===== src/rtl/core/mfs_pkg.sv =====
package mfs_pkg;

  // Parser geometry
  localparam int unsigned HEX_DIGITS_DEF = 6;
  localparam int unsigned FIELD_COUNT    = 5;
  localparam int unsigned POS_W          = 7;
  localparam logic [POS_W-1:0] POS_MAX   = 7'd127;
  localparam int unsigned FIELD_START [FIELD_COUNT] = '{7, 19, 31, 43, 55};

  // Field order within a frame
  localparam int unsigned F_VOLT  = 0;
  localparam int unsigned F_CUR   = 1;
  localparam int unsigned F_REAL  = 2;
  localparam int unsigned F_PF    = 3;
  localparam int unsigned F_REACT = 4;

  // Widths of the result fields
  localparam int unsigned VOLT_W  = 34;
  localparam int unsigned CUR_W   = 30;
  localparam int unsigned REAL_W  = 39;
  localparam int unsigned PF_W    = 25;
  localparam int unsigned REACT_W = 29;

  // Quotient widths out of the constant dividers
  localparam int unsigned VOLT_Q_W  = 33;
  localparam int unsigned CUR_Q_W   = 29;
  localparam int unsigned REAL_Q_W  = 39;
  localparam int unsigned PF_Q_W    = 24;
  localparam int unsigned REACT_Q_W = 29;

  // Raw value offsets and thresholds, compared in a common width
  localparam int unsigned EXT_W      = 25;
  localparam int unsigned CUR_KNEE   = 3512;
  localparam int unsigned CUR_BIAS   = 275;
  localparam int unsigned REAL_BIAS  = 1000;
  localparam int unsigned REACT_BIAS = 89;

  // Each value is floor((y * P + B) / D), y being the biased raw value
  localparam int unsigned VOLT_P  = 6029312;   // 23 * 2^18
  localparam int unsigned VOLT_D  = 15625;
  localparam int unsigned CUR_P   = 2097152;   // 2^21
  localparam int unsigned CUR_D   = 78125;
  localparam int unsigned REAL_P  = 14680064;  // 7 * 2^21
  localparam int unsigned REAL_D  = 625;
  localparam int unsigned PF_P    = 1572864;   // 3 * 2^19
  localparam int unsigned PF_B    = 156250;
  localparam int unsigned PF_D    = 1953125;
  localparam int unsigned REACT_P = 2359296;   // 9 * 2^18
  localparam int unsigned REACT_B = 262144;    // 2^18
  localparam int unsigned REACT_D = 78125;

  // Constant terms removed after the divide
  localparam logic [VOLT_W-1:0] VOLT_OFS = 34'd33554432;
  localparam logic [PF_W-1:0]   PF_OFS   = 25'd2013266;

  typedef struct packed {
    logic mul;  // load the partial products
    logic sum;  // load the quotient
  } mfs_adv_t;

  typedef struct packed {
    logic       ok;
    logic [3:0] val;
  } mfs_hex_t;

  function automatic mfs_hex_t hex_decode(input logic [7:0] c);
    mfs_hex_t h;
    h.ok  = 1'b1;
    h.val = '0;
    case (c) inside
      [8'h30:8'h39]: h.val = 4'(c - 8'h30);
      [8'h41:8'h46]: h.val = 4'(c - 8'h37);
      [8'h61:8'h66]: h.val = 4'(c - 8'h57);
      default:       h.ok  = 1'b0;
    endcase
    return h;
  endfunction

endpackage


===== src/rtl/core/mfs_scale.sv =====
module mfs_scale #(
  parameter int unsigned IN_W = 24,
  parameter int unsigned Q_W  = 33,
  parameter int unsigned P    = 1,
  parameter int unsigned B    = 0,
  parameter int unsigned D    = 1
) (
  input  logic              clk_i,
  input  mfs_pkg::mfs_adv_t adv_i,
  input  logic [IN_W-1:0]   y_i,
  output logic [Q_W-1:0]    q_o
);

  // Exact floor division by reciprocal: 2^S exceeds 2^IN_W * D
  localparam int unsigned D_W   = $clog2(D);
  localparam int unsigned P_W   = $clog2(P + 1);
  localparam int unsigned S     = IN_W + D_W + 1;
  localparam int unsigned M_W   = P_W + S - D_W + 2;
  localparam int unsigned LO_W  = M_W / 2;
  localparam int unsigned HI_W  = M_W - LO_W;
  localparam int unsigned SUM_A = IN_W + M_W + 1;
  localparam int unsigned SUM_W = (SUM_A > S + Q_W) ? SUM_A : S + Q_W;
  localparam int unsigned PLO_W = IN_W + LO_W;
  localparam int unsigned PHI_W = IN_W + HI_W;

  localparam logic [127:0] M_FULL = ((128'(P) << S) + 128'(D) - 128'd1) / 128'(D);
  localparam logic [127:0] B_FULL = ((128'(B) << S) + 128'(D) - 128'd1) / 128'(D);
  localparam logic [LO_W-1:0]  M_LO  = M_FULL[LO_W-1:0];
  localparam logic [HI_W-1:0]  M_HI  = M_FULL[M_W-1:LO_W];
  localparam logic [SUM_W-1:0] B_OFS = B_FULL[SUM_W-1:0];

  logic [PLO_W-1:0] pp_lo_d, pp_lo_q;
  logic [PHI_W-1:0] pp_hi_d, pp_hi_q;
  logic [SUM_W-1:0] sum_d;
  logic [Q_W-1:0]   q_q;

  assign pp_lo_d = PLO_W'(y_i) * PLO_W'(M_LO);
  assign pp_hi_d = PHI_W'(y_i) * PHI_W'(M_HI);
  assign sum_d   = (SUM_W'(pp_hi_q) << LO_W) + SUM_W'(pp_lo_q) + B_OFS;

  always_ff @(posedge clk_i) begin
    if (adv_i.mul) begin
      pp_lo_q <= pp_lo_d;
      pp_hi_q <= pp_hi_d;
    end
    if (adv_i.sum) begin
      q_q <= sum_d[S +: Q_W];
    end
  end

  assign q_o = q_q;

endmodule


===== config.mk =====
export PLATFORM = sky130hd
export DESIGN_NAME = mfs_scale
export DESIGN_NICKNAME = d
export VERILOG_FILES = /design/src/rtl/core/mfs_pkg.sv /design/src/rtl/core/mfs_scale.sv
export SDC_FILE = /design/constraint.sdc
export NUM_CORES = 1
export LEC_CHECK = 0
export BUFFER_PORTS_ARGS = -buffer_cell sky130_fd_sc_hd__buf_4
export CELL_PAD_IN_SITES_DETAIL_PLACEMENT = 0
export CELL_PAD_IN_SITES_GLOBAL_PLACEMENT = 1
export CORE_ASPECT_RATIO = 0.5
export CORE_UTILIZATION = 30
export CTS_BUF_LIST = sky130_fd_sc_hd__clkbuf_4
export CTS_CLUSTER_SIZE = 20
export DETAILED_ROUTE_END_ITERATION = 10
export GPL_TIMING_DRIVEN = 0
export PLACE_DENSITY = 0.72
export SLEW_MARGIN = 15
export SYNTH_ARGS = -nofsm -noshare
export SYNTH_HDL_FRONTEND = slang
export SYNTH_SLANG_ARGS = --single-unit

===== constraint.sdc =====
create_clock -name clk_i -period 1.7 [get_ports clk_i]
set_clock_uncertainty 0.1 [all_clocks]
set_input_delay 0.255 -clock clk_i [delete_from_list [all_inputs] [get_ports clk_i]]
set_output_delay 0.255 -clock clk_i [all_outputs]
set_load 0.02 [all_outputs]

==> metrics.md <==
| Metric | Value |
|---|---|
| Outcome | finished clean |
| Iteration-0 DRC Markers | 16 |
| Pwr per Cell Area | approximately 940 nW/um^2 |
| Synth cell types | 3 |
| GP Congestion | 0.596 |
| Grt total ovfl | 0 |
| Largest net degree at the start of global routing | 25 |
| Hold path start | adv_i[1] |
| Wire per inst | roughly 11 um |
| CP peak stage delay | roughly 0.40 ns |
| Clk pwr share | 22.8% |
| Final core occ | 49.8% |
| Final WL | 2.31 mm |
| RSZ-0062 raised after global routing | no |
| Number of global-route vias before repair | approximately 750 |
| CTS Buffer Depth | 2 |
| Leak pwr | just over 0.9 nW |
| Fin nets | 174 |
| Worst Path Required | between 1 and 1.5 ns |
| Final hold vios | 0 |
| CTS Sinks | 48 |
| Number of buffers and inverters on the critical path | 1 |
| Max-cap violations | 0 |
| Die height | 52.2 um |
| HP Class | in -> reg |
| Clk root buf | clkbuf_4 |
| Antenna-violating nets left | 0 |
| Worst Hold Path Cells | 1 |
| Setup TNS | 0 ns |
| CTS tree | built |
| Hold path endpoint | pp_hi_q[32]$_DFFE_PP_ |
| # port buffers | 50 |
| Register area share after synthesis | 95.3% |
| Filler instances | 385 |
| Setup Viol. Count Final | 0 |
| Synthesized flop and latch total | 48 |
| R2r startpoint | pp_hi_q[16]$_DFFE_PP_ |
| First-pass DRT Iterations | 4 |
| WP data arrival | roughly 0.91 ns |
| Commonest non-fill, non-tap cell in the layout | buf_4 |
| Area Growth Syn to Fin | 51.9% |
| Worst-skew pair later-pin latency | roughly 0.33 ns |
| Net switching power | 0.000443 W |
| FF/Latch Area | around 1400 sq um |
| Ports | 60 |
| Share of cells above drive strength 1 | ~45% |
| Ant diodes | 0 |
| YS warnings | 0 |
| Post_cts resized | 0 |
| Inserted Clock Buffers | 5 |
| Sw frac | between 20 and 25% |
| Crit path launch | q_o[8]$_DFFE_PP_ |
| Flop pwr share | about two thirds |
| Final max-slew violation count | 0 |
| Row count | 17 |
| F_max | 793 MHz |
| Syn avg cell area | between 20 and 30 sq um |
| Initial Utilization | about a third |
| Post-layout min period | roughly 1.3 ns |
| Highest-count cells in the layout ignoring fill and taps | buf_4 (59), edfxtp_1 (48), dlygate4sd3_1 (24), conb_1 (9), clkbuf_4 (7) |
| Clock Pin Slew Worst Setup and Hold Paths | ~0.12 ns |
| Crit Path Class | reg -> out |
| Gate Count Post-Synth | a little under 60 |
| Cell area after synthesis | about 1500 sq um |
| Die span in x | between 100 and 150 um |
| CP max stage cell | edfxtp_1 |
| Critical path cell sequence | buf_4 |
| FF-to-FF setup slack | ~0.96 ns |
| Initial antenna violation count | 0 |
| GRT Total Usage | under 10% |
| Pint | around 0.0017 W |
| Startpoint Class | register |
| First-pass GRT wire length | ~3.4 mm |
| Via count | roughly 800 |
| Core Area | ~4600 sq um |
| R2R Path End | q_o[5]$_DFFE_PP_ |
| Die Area | ~5300 sq um |
| CP Max Fanout | 1 |
| CP endpoint kind | output pin |
| Combinational Power Share | between 10% and 20% |
| DRC | 0 |
| CP top delay family | flip-flops |
| Routed vias/inst | between 3 and 4 |
| Area of the multi-input gates | between 30 and 40 sq um |
| Worst reg-to-reg path cell count | 0 |
| CTS HTree Levels | 2 |
| VDD IR max | 0.000299 V |
| Period utilisation layout | around three quarters |
-- cells in the mapped netlist (all sizes together) --
library cell   n  area [sq um]
conb           1          3.75
edfxtp        48          1440
buf            9          67.6
-- worst max path at each step --
| stage | to | slack (ns) | cells past startpoint |
|---|---|---|---|
| CTS | q_o[8] | 0.40 | 1 |
| detailed placement | q_o[12]$_DFFE_PP_ | 0.72 | 1 |
| finish | q_o[8] | 0.44 | 1 |
| floorplan | q_o[0] | 0.90 | 0 |
| global placement | pp_hi_q[23]$_DFFE_PP_ | 0.73 | 1 |
| global route | q_o[8] | 0.38 | 1 |
-- kinds of logic (layout without fill, tap and decap cells) --
kind of cell | after synthesis | after routing | share of synthesized area (%)
flip-flops | 48 | 48 | 95.3
buffers and inverters | 9 | 91 | 4.47
other | 1 | 9 | 0.248
-- flip-flops by register name (all words and copies together), names as in the netlist --
register	count
pp_hi_q	24
q_o	24
-- power groups by stage --
stage               sequential (W)  clock, W  combinational, W
floorplan                  0.00150         0         0.0000331
global placement           0.00145         0          0.000204
detailed placement         0.00145         0          0.000208
CTS                        0.00142  0.000518          0.000252
global route               0.00143  0.000570          0.000267
finish                     0.00142  0.000494          0.000251
-- stage by stage --
stage | area (sq um) | cells | setup slack (ns) | power (W) | hold slack [ns]
CTS | 2300 | 214 | 0.402 | 0.00219 | 0.200
floorplan | 1540 | 66 | 0.896 | 0.00153 | 0.254
global placement | 2000 | 182 | 0.734 | 0.00165 | 0.300
detailed placement | 2000 | 182 | 0.719 | 0.00166 | 0.305
finish | 2300 | 214 | 0.439 | 0.00217 | 0.221
global route | 2300 | 214 | 0.381 | 0.00227 | 0.193
-- cell type report --
class / instances / share of cell area [%]
clock inverters: 1 / 0.163
repair buffers: 74 / 26.8
multi-input cells: 9 / 1.47
well taps: 66 / 3.59
clock buffers: 7 / 2.29
plain buffers: 9 / 2.94
flip-flops and latches: 48 / 62.7
-- what timing repair did --
| action | in CTS | in global routing |
|---|---|---|
| hold endpoints to repair | 24 | 0 |
| setup buffers | 0 | 0 |
| hold buffers | 24 | 0 |
-- per-layer routing --
metal  share of wire, %  track usage [%]
met4                2.5             6.90
met3                6.7             3.73
met2                 54             16.8
met1                 37             9.08
met5                  0                0
No activity file was read; power rests on OpenSTA's default activity.
